### src/pip_pkg.sv
// Shared types and constants for the even-odd point-in-polygon block.
package pip_pkg;

	localparam int COORD_W = 32;
	localparam int DIFF_W  = COORD_W + 1;
	localparam int PROD_W  = 2 * DIFF_W;

	localparam int REG_IDX_W = 1;
	localparam logic [REG_IDX_W-1:0] REG_POINT_X = 1'b0;
	localparam logic [REG_IDX_W-1:0] REG_POINT_Y = 1'b1;

	localparam int EQ_DEPTH = 2;
	localparam int EQ_PTR_W = $clog2(EQ_DEPTH);
	localparam int EQ_CNT_W = $clog2(EQ_DEPTH + 1);

	localparam int OUT_DEPTH = 4;
	localparam int OUT_PTR_W = $clog2(OUT_DEPTH);
	localparam int OUT_CNT_W = $clog2(OUT_DEPTH + 1);

	typedef logic signed [COORD_W-1:0] coord_t;
	typedef logic signed [DIFF_W-1:0]  diff_t;
	typedef logic signed [PROD_W-1:0]  prod_t;

	// One edge, endpoints ordered by y; crossing when dx*dpy <= dpx*dy.
	typedef struct packed {
		logic  hit;
		diff_t dx;
		diff_t dpy;
		diff_t dpx;
		diff_t dy;
	} edge_t;

	typedef struct packed {
		edge_t side;
		edge_t close;
		logic  fin;
	} job_t;

endpackage

### src/pip_edge_q.sv
// Short queue of classified edge jobs between front and back end.
module pip_edge_q (
	input  logic           clk,
	input  logic           arst_n,
	input  logic           wr_en,
	input  pip_pkg::job_t  wr_job,
	output logic           full,
	input  logic           rd_en,
	output pip_pkg::job_t  rd_job,
	output logic           rd_valid
);
	import pip_pkg::*;

	job_t                mem_q [EQ_DEPTH];
	logic [EQ_PTR_W-1:0] wr_ptr_q, rd_ptr_q;
	logic [EQ_CNT_W-1:0] cnt_q;

	assign full     = cnt_q == EQ_CNT_W'(EQ_DEPTH);
	assign rd_valid = cnt_q != '0;
	assign rd_job   = mem_q[rd_ptr_q];

	always_ff @(posedge clk) begin
		if (wr_en) begin
			mem_q[wr_ptr_q] <= wr_job;
		end
	end

	always_ff @(posedge clk or negedge arst_n) begin
		if (!arst_n) begin
			wr_ptr_q <= '0;
			rd_ptr_q <= '0;
			cnt_q    <= '0;
		end else begin
			if (wr_en) begin
				wr_ptr_q <= wr_ptr_q + 1'b1;
			end
			if (rd_en) begin
				rd_ptr_q <= rd_ptr_q + 1'b1;
			end
			cnt_q <= cnt_q + EQ_CNT_W'(wr_en) - EQ_CNT_W'(rd_en);
		end
	end

	a_cnt_track: assert property (@(posedge clk) disable iff (!arst_n)
		1'b1 |=> cnt_q == $past(cnt_q) + EQ_CNT_W'($past(wr_en)) - EQ_CNT_W'($past(rd_en)))
		else $error("edge queue count out of step with writes and reads");

endmodule

### config.mk
export PLATFORM = sky130hd
export DESIGN_NAME = pip_edge_q
export DESIGN_NICKNAME = d
export VERILOG_FILES = /design/src/pip_pkg.sv /design/src/pip_edge_q.sv
export SDC_FILE = /design/constraint.sdc
export NUM_CORES = 1
export LEC_CHECK = 0
export BUFFER_PORTS_ARGS = -buffer_cell sky130_fd_sc_hd__buf_2
export CORE_AREA = 2 2 210 212
export DETAILED_ROUTE_END_ITERATION = 10
export DIE_AREA = 0 0 212 214
export GPL_ROUTABILITY_DRIVEN = 0
export PLACE_DENSITY = 0.74
export SETUP_SLACK_MARGIN = 0.2
export SLEW_MARGIN = 0
export SYNTH_ARGS = -nofsm -noshare
export SYNTH_HDL_FRONTEND = slang
export SYNTH_SLANG_ARGS = --single-unit
### constraint.sdc
create_clock -name clk -period 25.7 [get_ports clk]
set_input_delay 2.57 -clock clk [delete_from_list [all_inputs] [get_ports clk]]
set_output_delay 2.57 -clock clk [all_outputs]
set_load 0.005 [all_outputs]
==> impl_metrics.csv <==
group,metric,value,unit
place,dp_hpwl,29820,um
timing,clock_skew,10.84,ps
timing,maxSlewViolCount,0,
timing,worst_pin_slew,1033,ps
worst_setup_path,cp-end-kind,"output pin",
logic_synthesis,synth-warning-count,0,
logic_synthesis,synth_cell_types,13,
timing,hold_slack,552.3,ps
global_route,grt_antenna_before_repair,17,
drt,drt-total-wl,43110,um
cells_and_area,drive_gt1_frac,0.6081,
logic_synthesis,synth-edff-count,534,
drt,num_vias,10030,
cells_and_area,num-fill-cells,3183,
cells_and_area,syn_to_final_growth,23.57,%
clock_network,clkSinkCount,538,
drt,dr.pass1.iters,6,
logic_synthesis,synth_area_leader_cell,"edfxtp_1",
drt,wl_per_cell,21.00,um
clock_network,cts_buffers,52,
logic_synthesis,synth_flop_cell,"edfxtp_1",
clock_network,h-tree-depth,2,
logic_synthesis,synth_nets,1119,
timing,relSlewSlack,0.3115,
drt,ant_nets,0,
floorplanning,die_w,212,um
pwr,p_leak,9.962,nW
logic_synthesis,yosysTopAreaCellShare,0.7896,
logic_synthesis,netlist_instances,846,
worst_setup_path,crit_path_max_fanout,57,
pwr,ir_drop,0.00007417,V
floorplanning,initial_utilization,0.4735,
drt,vias_per_cell,4.886,
logic_synthesis,synth_area_per_cell,24.00,um2
pwr,powerDensity,108.0,mW/mm2
cells_and_area,nets,1693,
timing,fin_crit_sh,0.2618,
timing,setup_viol,0,
logic_synthesis,synth_async_sr_flop_share,0.007435,
logic_synthesis,yosysMostFrequentCell,"edfxtp_1",
drt,drcViolationCount,0,
floorplanning,dieArea,0.04537,mm2
timing,max_freq,148.6,MHz
clock_network,cts_tree,"built",
worst_setup_path,criticalPathCategory,"flip-flop to output pin",
worst_setup_path,cp.arrival,4160,ps
status,status,"finished clean",
worst_setup_path,crit_path_frequent_cell,"buf_4",
drt,initialDrtViolationCount,484,
place,numPortBuffers,539,
logic_synthesis,synthTopCellsByCount,"edfxtp_1, mux2_4, mux2_2",
clock_network,clockBufferDepth,3,
run,drv_cap,0,
worst_setup_path,crit_path_max_incr_delay,1080,ps
global_route,grt_overflow_total,0,
clock_network,clockRootBuffer,"clkbuf_16",
clock_network,ctsHoldBuffers,0,
global_route,grt_usage,0.1843,
timing,hold_violations,0,
logic_synthesis,syn_area,0.02031,mm2
timing,layout_min_cycle_time,6727,ps
worst_setup_path,worst-path-buf-inv,3,
timing,finalSetupTns,0,ps
global_route,grt_pass1_wl,62290,um
worst_hold_path,hold_class,"flip-flop to flip-flop",
clock_network,clk_latency,580,ps
logic_synthesis,synth.area.top_cells,"edfxtp_1, mux2_4, mux2_2",
worst_setup_path,start_kind,"flip-flop",
floorplanning,io_pins,540,
logic_synthesis,ys_ff_latch,538,
worst_setup_path,required,23130,ps
logic_synthesis,ys_seq_area_frac,0.7945,
floorplanning,fp.dieH,214,um
cells_and_area,multi_input_area,0.003862,mm2
worst_setup_path,slowest_stage,"dfrtp_4",
cells_and_area,regArea,0.01614,mm2
worst_setup_path,crit_chain,"buf_4, buf_4, mux2_2, buf_2",
clock_network,clk_pin_slew,60,ps
clock_network,cts_resized,0,
global_route,grt_max_degree,76,
global_route,grt_pass1_vias,10574,
floorplanning,coreArea,0.04289,mm2
timing,rsz0062_at_grt,"no",
worst_setup_path,crit_family,"buffers and inverters",
floorplanning,rows,76,
clock_network,post_cts.repair.setup_buffers,0,
[worst paths after layout]
path | start | end | slack [ps] | cells past startpoint
worst max-delay path | rd_ptr_q | rd_job[13] | 18970 | 4
worst min-delay path | wr_ptr_q | wr_ptr_q | 550 | 1
worst max register to register | wr_ptr_q | mem_q[1][183] | 22440 | 3
worst min register to register | wr_ptr_q | wr_ptr_q | 550 | 1
max in group asynchronous | arst_n | rd_ptr_q | 23780 | 1
min in group asynchronous | arst_n | rd_ptr_q | 1790 | 1
[where the power goes]
group / internal, mW / switching (mW) / total, mW
Combinational: 0.421 / 0.360 / 0.781
Clock: 0.393 / 0.303 / 0.696
Sequential: 1.17 / 0.0659 / 1.23
Total: 1.98 / 0.728 / 2.71
[worst reg2reg max path, cell delays in order, from the launching register on]
cell,delay [ps]
dfrtp_1,420
and2_4,750
buf_4,880
buf_4,790
[final cells by class]
class | instances | area share
Clock buffer | 70 | 0.05624
Antenna cell | 11 | 0.001097
Multi-Input combinational cell | 276 | 0.1539
Inverter | 2 | 0.0002991
Sequential cell | 538 | 0.6431
Timing Repair Buffer | 550 | 0.1108
Clock inverter | 21 | 0.005385
Tap cell | 585 | 0.02917
[cell usage in the layout (no fill, tap or decap)]
cell type   Yosys  routed
and2_4          0       1
dfrtp_4         0       1
edfxtp_1      534     534
mux2_4        201     201
xor3_1          1       1
clkbuf_16       0      54
clkinv_2        0       7
clkinv_8        0       1
nor2b_4         0       1
buf_4           0      11
nor2b_1         2       1
bufinv_16       0       1
buf_2           4     539
inv_1           2       2
xor2_1          2       2
dfrtp_1         4       3
clkinv_1        0      10
ha_1            2       2
diode_2         0      11
inv_6           0       1
or2_2           1       1
mux2_2         66      66
clkbuf_1        0      16
clkinvlp_4      0       1
[state kept, by name, summed over array words and instances (netlist names)]
| register | cells |
|---|---|
| wr_ptr_q | 1 |
| mem_q | 534 |
| cnt_q | 2 |
| rd_ptr_q | 1 |
[metal layers]
metal / vias up / track usage / wire (um) / part of all wire
li1: 4552 / - / - / -
met1: 4941 / 0.2044 / 15580 / 0.36
met2: 427 / 0.3196 / 21920 / 0.51
met3: 96 / 0.06495 / 4086 / 0.095
met4: 14 / 0.07840 / 1428 / 0.033
met5: - / 0 / 84 / 0.0019
[through the flow]
| step | instances | worst slack (ps) | power [mW] | utilization | area (um2) |
|---|---|---|---|---|---|
| 5_1_grt | 2050 | 18800 | 2.832 | 0.5850 | 25090 |
| 6_report | 2053 | 18970 | 2.709 | 0.5852 | 25100 |
| 2_1_floorplan | 846 | 10710 | 1.817 | - | 20310 |
| 4_1_cts | 2042 | 18980 | 2.744 | 0.5845 | 25070 |
| 3_5_place_dp | 1951 | 19610 | 2.044 | 0.5485 | 23520 |
| 3_3_place_gp | 1951 | 19640 | 2.032 | 0.5485 | 23520 |
[cells by family (layout without fill, tap and decap cells)]
kind of cell             Yosys count  count (layout)  share of synthesized area
flip-flops                       538             538                     0.7945
multiplexers                     267             267                     0.1852
buffers and inverters             32             643                    0.01577
AND/OR/NAND/NOR                    4               4                   0.001233
XOR/XNOR                           3               3                   0.002033
adder cells (fa/ha/maj)            2               2                   0.001232
other                              0              11                          0
Power figures use the tool's default switching activity.
