$ cat src/pip_pkg.sv
// Shared types and constants for the even-odd point-in-polygon block.
package pip_pkg;

	localparam int COORD_W = 32;
	localparam int DIFF_W  = COORD_W + 1;
	localparam int PROD_W  = 2 * DIFF_W;

	localparam int REG_IDX_W = 1;
	localparam logic [REG_IDX_W-1:0] REG_POINT_X = 1'b0;
	localparam logic [REG_IDX_W-1:0] REG_POINT_Y = 1'b1;

	localparam int EQ_DEPTH = 2;
	localparam int EQ_PTR_W = $clog2(EQ_DEPTH);
	localparam int EQ_CNT_W = $clog2(EQ_DEPTH + 1);

	localparam int OUT_DEPTH = 4;
	localparam int OUT_PTR_W = $clog2(OUT_DEPTH);
	localparam int OUT_CNT_W = $clog2(OUT_DEPTH + 1);

	typedef logic signed [COORD_W-1:0] coord_t;
	typedef logic signed [DIFF_W-1:0]  diff_t;
	typedef logic signed [PROD_W-1:0]  prod_t;

	// One edge, endpoints ordered by y; crossing when dx*dpy <= dpx*dy.
	typedef struct packed {
		logic  hit;
		diff_t dx;
		diff_t dpy;
		diff_t dpx;
		diff_t dy;
	} edge_t;

	typedef struct packed {
		edge_t side;
		edge_t close;
		logic  fin;
	} job_t;

endpackage

$ cat src/pip_front.sv
// Front end: configuration, vertex tracking and edge classification.
module pip_front (
	input  logic                           clk,
	input  logic                           arst_n,
	input  logic                           wr_en,
	input  logic [pip_pkg::REG_IDX_W-1:0]  wr_index,
	input  pip_pkg::coord_t                wr_data,
	input  logic                           accept,
	input  pip_pkg::coord_t                vertex_x,
	input  pip_pkg::coord_t                vertex_y,
	input  logic                           final_vertex,
	output pip_pkg::job_t                  job
);
	import pip_pkg::*;

	coord_t point_x_q, point_y_q;
	coord_t first_x_q, first_y_q, prev_x_q, prev_y_q;
	logic   have_first_q;

	coord_t first_x, first_y;
	logic   close_needed;
	edge_t  side_e, close_e;

	// Order endpoints by y, test the half-open span, form the differences.
	function automatic edge_t classify(input coord_t ax, input coord_t ay,
			input coord_t bx, input coord_t by, input coord_t px, input coord_t py);
		edge_t  e;
		logic   swap;
		coord_t lx, ly, hx, hy;
		swap = by < ay;
		lx = swap ? bx : ax;
		ly = swap ? by : ay;
		hx = swap ? ax : bx;
		hy = swap ? ay : by;
		e.hit = (py >= ly) && (py < hy);
		e.dx  = diff_t'(hx) - diff_t'(lx);
		e.dpy = diff_t'(py) - diff_t'(ly);
		e.dpx = diff_t'(px) - diff_t'(lx);
		e.dy  = diff_t'(hy) - diff_t'(ly);
		return e;
	endfunction

	always_ff @(posedge clk or negedge arst_n) begin
		if (!arst_n) begin
			point_x_q <= '0;
			point_y_q <= '0;
		end else if (wr_en) begin
			case (wr_index)
				REG_POINT_X: point_x_q <= wr_data;
				REG_POINT_Y: point_y_q <= wr_data;
				default: ;
			endcase
		end
	end

	always_ff @(posedge clk or negedge arst_n) begin
		if (!arst_n) begin
			have_first_q <= 1'b0;
			first_x_q    <= '0;
			first_y_q    <= '0;
			prev_x_q     <= '0;
			prev_y_q     <= '0;
		end else if (accept) begin
			if (!have_first_q) begin
				first_x_q <= vertex_x;
				first_y_q <= vertex_y;
			end
			prev_x_q     <= vertex_x;
			prev_y_q     <= vertex_y;
			have_first_q <= !final_vertex;
		end
	end

	always_comb begin
		first_x = have_first_q ? first_x_q : vertex_x;
		first_y = have_first_q ? first_y_q : vertex_y;
		close_needed = final_vertex && ((vertex_x != first_x) || (vertex_y != first_y));
		side_e  = classify(prev_x_q, prev_y_q, vertex_x, vertex_y, point_x_q, point_y_q);
		close_e = classify(vertex_x, vertex_y, first_x, first_y, point_x_q, point_y_q);
		side_e.hit  = side_e.hit && have_first_q;
		close_e.hit = close_e.hit && close_needed;
		job.side  = side_e;
		job.close = close_e;
		job.fin   = final_vertex;
	end

endmodule

$ cat config.mk
export PLATFORM = sky130hd
export DESIGN_NAME = pip_front
export DESIGN_NICKNAME = d
export VERILOG_FILES = /design/src/pip_pkg.sv /design/src/pip_front.sv
export SDC_FILE = /design/constraint.sdc
export NUM_CORES = 1
export LEC_CHECK = 0
export ABC_AREA = 0
export BUFFER_PORTS_ARGS = -buffer_cell sky130_fd_sc_hd__buf_2
export CAP_MARGIN = 20
export CELL_PAD_IN_SITES_DETAIL_PLACEMENT = 0
export CELL_PAD_IN_SITES_GLOBAL_PLACEMENT = 1
export CORE_ASPECT_RATIO = 1.75
export CORE_UTILIZATION = 35
export DETAILED_ROUTE_END_ITERATION = 16
export PLACE_DENSITY = 0.65
export SYNTH_ARGS = -nofsm -noshare
export SYNTH_HDL_FRONTEND = slang
export SYNTH_SLANG_ARGS = --single-unit
$ cat constraint.sdc
create_clock -name clk -period 15.05 [get_ports clk]
set_input_delay 0.7525 -clock clk [delete_from_list [all_inputs] [get_ports clk]]
set_output_delay 0.7525 -clock clk [all_outputs]
set_load 0.02 [all_outputs]
==> key figures, run 1 <==
Pwr
  • Peak VDD IR: 0.000102 V
  • Power Total: 4.93 mW
  • Pwr per Cell Area: 165 nW/um^2
  • Leak: 13.9 nW

Global routing
  • Largest net degree at the start of global routing: 91
  • Initial antenna violation count: 10
  • Wire length of the first global-routing pass: 157 mm
  • Total congestion overflow: 0
  • Global Route Usage Sum: 0.267
  • Vias in the first global route: 26400

Die
  • # rows: 133
  • Initial Util: 0.354
  • I/O pin count: 369
  • Core area: 75400 um^2
  • Die Wd: 211 um
  • Die height: 367 um
  • Die area: 77500 um^2

Yosys
  • Ys async rst share: 1.00
  • Synth unique cells: 93
  • Mean post-synth cell area: 7.55 um^2
  • Post-synth net total: 3938
  • Synthesis warning total: 0
  • Yosys reg bits: 193
  • EDFF count, synth: 0
  • Sequential area share after synthesis: 0.181
  • Syn Inst Count: 3536
  • Synth Flop Type: dfrtp_1
  • Mapped Area: 26700 um^2

Critical path
  • CP max FO: 47
  • Class of the most critical setup path: reg -> out
  • CP Capture Point: job[129]
  • Endpoint class of the critical path: output port
  • Data required, critical path: 14.30 ns
  • RR Startpoint: have_first_q$_DFFE_PN0P_
  • Critical Path Source Type: flip-flop
  • Crit path arrival time: 10.59 ns
  • Critical Path Start: have_first_q$_DFFE_PN0P_
  • Flop2flop setup slack: 12.93 ns
  • R2R cell count: 3
  • Most common cell on crit path: o21ai_0
  • CP max stage delay: 0.98 ns
  • FF-to-FF End: first_x_q[1]$_DFFE_PN0P_
  • Slowest CP cell: nor4_1

Route
  • Initial DRC Count: 1412
  • Routed WL: 104 mm
  • Met3 WL post-DR: 4.76 mm
  • DR WL met2: 52.3 mm
  • Top sig layer: met5
  • DR vias: 26300
  • Post-DR vias/cell: 5.47
  • Routed metal-1 wire length: 42.4 mm
  • Drt wl/cell: 21.7 um
  • DRC: 0
  • Antenna viol nets, final: 0
  • DRT Pass-1 Iters: 6

Layout
  • Final Util: 0.396
  • Share of cells above drive strength 1: 0.157
  • Layout net count: 4167
  • Synthesis-to-finish area growth: 11.8%

Clock network
  • CTS tree: yes
  • CTS Buf Count: 17
  • Clk_lat worst skew: 0.50 ns
  • Clock root cell: clkbuf_16
  • Post-CTS resize count: 0
  • CTS H-tree lvls: 4
  • Post-CTS Setup Bufs: 0
  • Longest Clk Path Bufs: 2
  • Hold Buf Count CTS: 0
  • Worst-path clk slew: 0.09 ns
  • CTS Sinks: 193

Timing
  • Relative slew slack: 0.151
  • Final hold violation count: 0
  • Fin worst setup slack: 3.71 ns
  • Fmax: 0.0882 GHz
  • Setup TNS: 0 ns
  • RSZ-0062 raised after global routing: false
  • Clock skew: 0.0101 ns
  • Fin crit share: 0.754
  • Slew @ Worst Pin: 1.27 ns
  • Setup violations, final: 0
  • Slew Viols, Final: 0
  • Minimum clock period: 11.34 ns

Job
  • Max-cap violations: 0

Placed design
  • IO Port Bufs: 368
  • RD Place Congestion: 0.931
  • Pre-CTS setup slack: 4.14 ns
  • DPL Wire Length: 85.0 mm

Min path
  • Worst hold-check path type: in -> async

Run status
  • Status: finished clean
==> placed cells by master, fill, tap and decap left out, types with 47 or more instances in the layout <==
| master | n |
|---|---|
| mux2_2 | 122 |
| a21oi_1 | 320 |
| nor2b_1 | 48 |
| buf_2 | 366 |
| nor2_1 | 318 |
| nand2b_1 | 47 |
| dfrtp_1 | 192 |
| nor3_1 | 57 |
| nand3_1 | 83 |
| xor2_1 | 104 |
| mux2i_1 | 100 |
| ha_1 | 295 |
| o21ai_0 | 271 |
| inv_1 | 230 |
| nand4_1 | 47 |
| nand2_1 | 340 |
| xnor2_1 | 152 |
| a21o_1 | 89 |
==> cells by family (layout without fill, tap and decap cells) <==
kind of cell / count (synthesis) / after routing / share of synthesized area
xor+xnor: 256 / 256 / 0.0839
simple gates: 1071 / 1071 / 0.185
compound gates: 1046 / 1046 / 0.244
fa+ha+maj: 337 / 337 / 0.156
mux: 224 / 224 / 0.0900
buf+inv: 409 / 651 / 0.0606
other cells: 0 / 6 / 0
flops: 193 / 193 / 0.181
==> worst min-delay path by stage <==
| stage | from | end | slack [ns] | cells past startpoint |
|---|---|---|---|---|
| after global placement | point_x_q[0]$_DFFE_PN0P_ | point_x_q[0]$_DFFE_PN0P_ | 0.50 | 1 |
| after detailed placement | point_x_q[0]$_DFFE_PN0P_ | point_x_q[0]$_DFFE_PN0P_ | 0.51 | 1 |
| final | arst_n | first_x_q[0]$_DFFE_PN0P_ | 0.29 | 1 |
| after global routing | arst_n | prev_x_q[0]$_DFFE_PN0P_ | 0.33 | 1 |
| after CTS | arst_n | first_x_q[1]$_DFFE_PN0P_ | 0.31 | 1 |
| after floorplan | arst_n | first_x_q[0]$_DFFE_PN0P_ | 0.46 | 0 |
==> routing by layer <==
| layer | vias up | track usage |
|---|---|---|
| li1 | 13100 | - |
| met2 | 644 | 0.481 |
| met4 | 2 | 0.122 |
| met5 | - | 0 |
| met1 | 12400 | 0.308 |
| met3 | 151 | 0.0392 |
==> stage by stage <==
stage	area, um^2	instances	hold WS, ns
after floorplan	26700	3536	0.457
after global placement	29300	4758	0.498
after detailed placement	29300	4758	0.513
after CTS	29800	4790	0.312
after global routing	29900	4792	0.328
final	29900	4796	0.287
==> worst max-delay path, delay by kind of cell (launching register included) <==
kind / cells / cell delay [ns]
AOI/OAI and AO/OA: 15 / 4.46
and+or+nand+nor: 5 / 1.73
buffers and inverters: 6 / 1.17
adders and majority gates: 2 / 0.90
DFF: 1 / 0.83
muxes: 2 / 0.76
xor gates and xnor gates: 1 / 0.16
==> flip-flops by register name (all words and copies together), names as in the netlist <==
name / flops
first_x_q: 32
prev_y_q: 32
point_x_q: 32
have_first_q: 1
point_y_q: 32
first_y_q: 32
prev_x_q: 32
==> power breakdown <==
| part | total (mW) | internal [mW] | switching, mW | leakage [nW] |
|---|---|---|---|---|
| Clock | 0.509 | 0.237 | 0.272 | 0.288 |
| Combinational | 3.72 | 1.34 | 2.39 | 11.4 |
| Sequential | 0.701 | 0.589 | 0.112 | 2.27 |
| Total | 4.93 | 2.16 | 2.77 | 13.9 |
==> cell usage after synthesis (57+ instances only) <==
cell type  number  area, um^2
mux2_2        122        1370
o21ai_0       271        1360
nand3_1        83         415
a21oi_1       320        1600
nand2_1       340        1280
xnor2_1       152        1330
inv_1         230         863
nor2_1        319        1200
nor3_1         57         285
mux2i_1       100        1000
clkbuf_1      124         465
a21o_1         89         668
xor2_1        104         911
dfrtp_1       193        4830
ha_1          295        3690
==> cell type report <==
class | count | area, um^2
fillers | 8076 | 45500
multi-input cells | 2934 | 20300
flip-flops and latches | 193 | 4830
repair buffers | 388 | 2020
well taps | 1012 | 1270
inverters | 231 | 867
clock buffers | 17 | 425
clock inverters | 15 | 163
diodes | 6 | 15.0
No activity file was read; power rests on OpenSTA's default activity.
==> run 2: changes to the inputs <==
--- a/config.mk
+++ b/config.mk
@@ -5,7 +5,7 @@
 export SDC_FILE = /design/constraint.sdc
 export NUM_CORES = 1
 export LEC_CHECK = 0
-export ABC_AREA = 0
+export ABC_AREA = 1
 export BUFFER_PORTS_ARGS = -buffer_cell sky130_fd_sc_hd__buf_2
 export CAP_MARGIN = 20
 export CELL_PAD_IN_SITES_DETAIL_PLACEMENT = 0
@@ -13,7 +13,7 @@
 export CORE_ASPECT_RATIO = 1.75
 export CORE_UTILIZATION = 35
 export DETAILED_ROUTE_END_ITERATION = 16
-export PLACE_DENSITY = 0.65
+export PLACE_DENSITY = 0.71
 export SYNTH_ARGS = -nofsm -noshare
 export SYNTH_HDL_FRONTEND = slang
 export SYNTH_SLANG_ARGS = --single-unit
==> constraint.sdc (replaced) <==
create_clock -name clk -period 9.9 [get_ports clk]
set_input_delay 0.495 -clock clk [delete_from_list [all_inputs] [get_ports clk]]
set_output_delay 0.495 -clock clk [all_outputs]
set_load 0.02 [all_outputs]
==> key figures, run 2 <==
Critical path
  • Critical Path Source Type: flip-flop
  • RR Startpoint: have_first_q$_DFFE_PN0P_
  • Class of the most critical setup path: reg -> out
  • CP max FO: 110
  • Critical Path Start: have_first_q$_DFFE_PN0P_
  • Endpoint class of the critical path: output port
  • Most common cell on crit path: o21ai_0
  • Flop2flop setup slack: 7.38 ns
  • CP max stage delay: 0.51 ns
  • Data required, critical path: 9.41 ns
  • Slowest CP cell: ha_1
  • Crit path arrival time: 7.59 ns

Die
  • Initial Util: 0.354
  • # rows: 137
  • Die area: 82000 um^2
  • Core area: 79900 um^2
  • Die height: 378 um
  • Die Wd: 217 um
  • I/O pin count: 369

Route
  • Post-DR vias/cell: 5.25
  • DRT Pass-1 Iters: 5
  • Initial DRC Count: 2009
  • DRC: 0
  • Drt wl/cell: 23.5 um
  • Antenna viol nets, final: 0
  • Routed WL: 144 mm
  • DR vias: 32100

Timing
  • Slew @ Worst Pin: 1.12 ns
  • Final hold violation count: 0
  • Relative slew slack: 0.251
  • Setup TNS: 0 ns
  • Setup violations, final: 0
  • Fmax: 0.124 GHz
  • Slew Viols, Final: 0
  • RSZ-0062 raised after global routing: false
  • Clock skew: 0.0119 ns
  • Minimum clock period: 8.08 ns
  • Fin crit share: 0.816

Yosys
  • Sequential area share after synthesis: 0.171
  • Post-synth net total: 5150
  • Mapped Area: 28300 um^2
  • Synthesis warning total: 0
  • Synth unique cells: 53
  • EDFF count, synth: 0
  • Most used standard cell by instance count after synthesis: nand2_1
  • Syn Inst Count: 4748
  • Area leader, netlist: nand2_1
  • Ys async rst share: 1.00
  • Synth Flop Type: dfrtp_1
  • Yosys reg bits: 193
  • Synth top area share: 0.191
  • Leading cell types by count after synthesis: 1441 x nand2_1, 749 x inv_1, 503 x o21ai_0, 309 x nor2_1, 295 x ha_1
  • Mean post-synth cell area: 5.96 um^2
  • Synth area leaders: nand2_1 19%, dfrtp_1 17%, ha_1 13%

Placed design
  • RD Place Congestion: 1.00
  • DPL Wire Length: 126 mm
  • IO Port Bufs: 368
  • Post-DP Area: 31200 um^2

Min path
  • Hold path start: wr_data[7]
  • Worst hold-check path type: in -> reg

Global routing
  • Initial antenna violation count: 0
  • Total congestion overflow: 0
  • Global Route Usage Sum: 0.346
  • Vias in the first global route: 31200
  • Largest net degree at the start of global routing: 111
  • Wire length of the first global-routing pass: 202 mm

Pwr
  • Combinational share of power: 0.797
  • Sw Pwr: 5.43 mW
  • Seq pwr share: 0.116
  • Pwr per Cell Area: 271 nW/um^2
  • Clock power frac: 0.087
  • Switching part of the total: 0.631
  • Internal power: 3.18 mW
  • Peak VDD IR: 0.000233 V
  • Leak: 17.4 nW

Layout
  • Share of cells above drive strength 1: 0.101
  • Register area: 4830 um^2
  • Fill count: 9267
  • Commonest non-fill, non-tap cell in the layout: nand2_1
  • Cell area after layout: 31800 um^2
  • Layout net count: 5465
  • Synthesis-to-finish area growth: 12.3%
  • Multi-input gate area: 20100 um^2
  • Most frequent cells in the layout: 1438 x nand2_1, 747 x inv_1, 500 x o21ai_0

Clock network
  • CTS H-tree lvls: 4
  • Worst-path clk slew: 0.09 ns
  • CTS tree: yes
  • Post-CTS resize count: 0
  • CTS Buf Count: 17
  • Clk_lat worst skew: 0.53 ns
  • Clock root cell: clkbuf_16
  • Longest Clk Path Bufs: 2
  • CTS Sinks: 193

Run status
  • Status: finished clean

Job
  • Max-cap violations: 0
run 2: power groups by stage:
stage          Clock (mW)  Combinational, mW  Sequential, mW
2_1_floorplan           0               4.25           0.952
3_3_place_gp            0               6.82            1.01
3_5_place_dp            0               6.80            1.01
4_1_cts             0.766               6.83           0.996
5_1_grt             0.784               7.35            1.01
6_report            0.752               6.86           0.998
run 2: worst paths after layout:
kind,endpoint,cells after the start
worst min-delay path,point_x_q[7]$_DFFE_PN0P_,3
min in group asynchronous,point_x_q[7]$_DFFE_PN0P_,2
max in group asynchronous,first_x_q[30]$_DFFE_PN0P_,5
worst max register to register,first_x_q[11]$_DFFE_PN0P_,5
worst max-delay path,job[60],29
worst min register to register,first_y_q[3]$_DFFE_PN0P_,2
run 2: per-stage QoR:
step                instances  setup slack [ns]   util  total power, mW  hold slack, ns
floorplan                4748              3.38      -             5.20           0.199
detailed placement       6084              2.44  0.390             7.82           0.468
global placement         6083              2.55  0.390             7.83           0.458
CTS                      6117              1.81  0.397             8.59           0.214
global route             6118              1.24  0.398             9.14           0.247
finish                   6120              1.82  0.398             8.61           0.247
run 2: timing repair:
action / 4_1_cts / 5_1_grt
hold endpoints to repair: 17 / 0
buffers inserted: 0 / 0
hold buffers: 1 / 0
run 2: kinds of logic after synthesis:
family                     count (synthesis)  synth area share
and+or+nand+nor                         2083             0.298
AOI/OAI and AO/OA                       1098             0.210
buffers and inverters                    857             0.120
adders and majority gates                300             0.134
xor gates and xnor gates                 217            0.0672
DFF                                      193             0.171
run 2: final cells by class:
| class | instances | share of cell area |
|---|---|---|
| clock inverters | 15 | 0.00500 |
| diodes | 2 | 0.000157 |
| multi-input cells | 3698 | 0.633 |
| clock buffers | 17 | 0.0134 |
| inverters | 753 | 0.0890 |
| flip-flops and latches | 193 | 0.152 |
| repair buffers | 400 | 0.0666 |
| well taps | 1042 | 0.0410 |
run 2: worst max-delay path: cells and delay by family (launching register included):
family	cells	cell delay (ns)
AOI/OAI and AO/OA	11	2.67
and+or+nand+nor	11	2.15
adders and majority gates	2	0.91
buffers and inverters	4	0.67
DFF	1	0.38
xor gates and xnor gates	1	0.18
run 2: layer usage:
| metal | up-vias | global-route usage | routed length, um |
|---|---|---|---|
| met4 | 0 | 0.339 | 16000 |
| met2 | 969 | 0.651 | 74900 |
| met3 | 360 | 0.0347 | 4900 |
| li1 | 16000 | - | - |
| met1 | 14800 | 0.319 | 48100 |
| met5 | - | 0 | 0 |
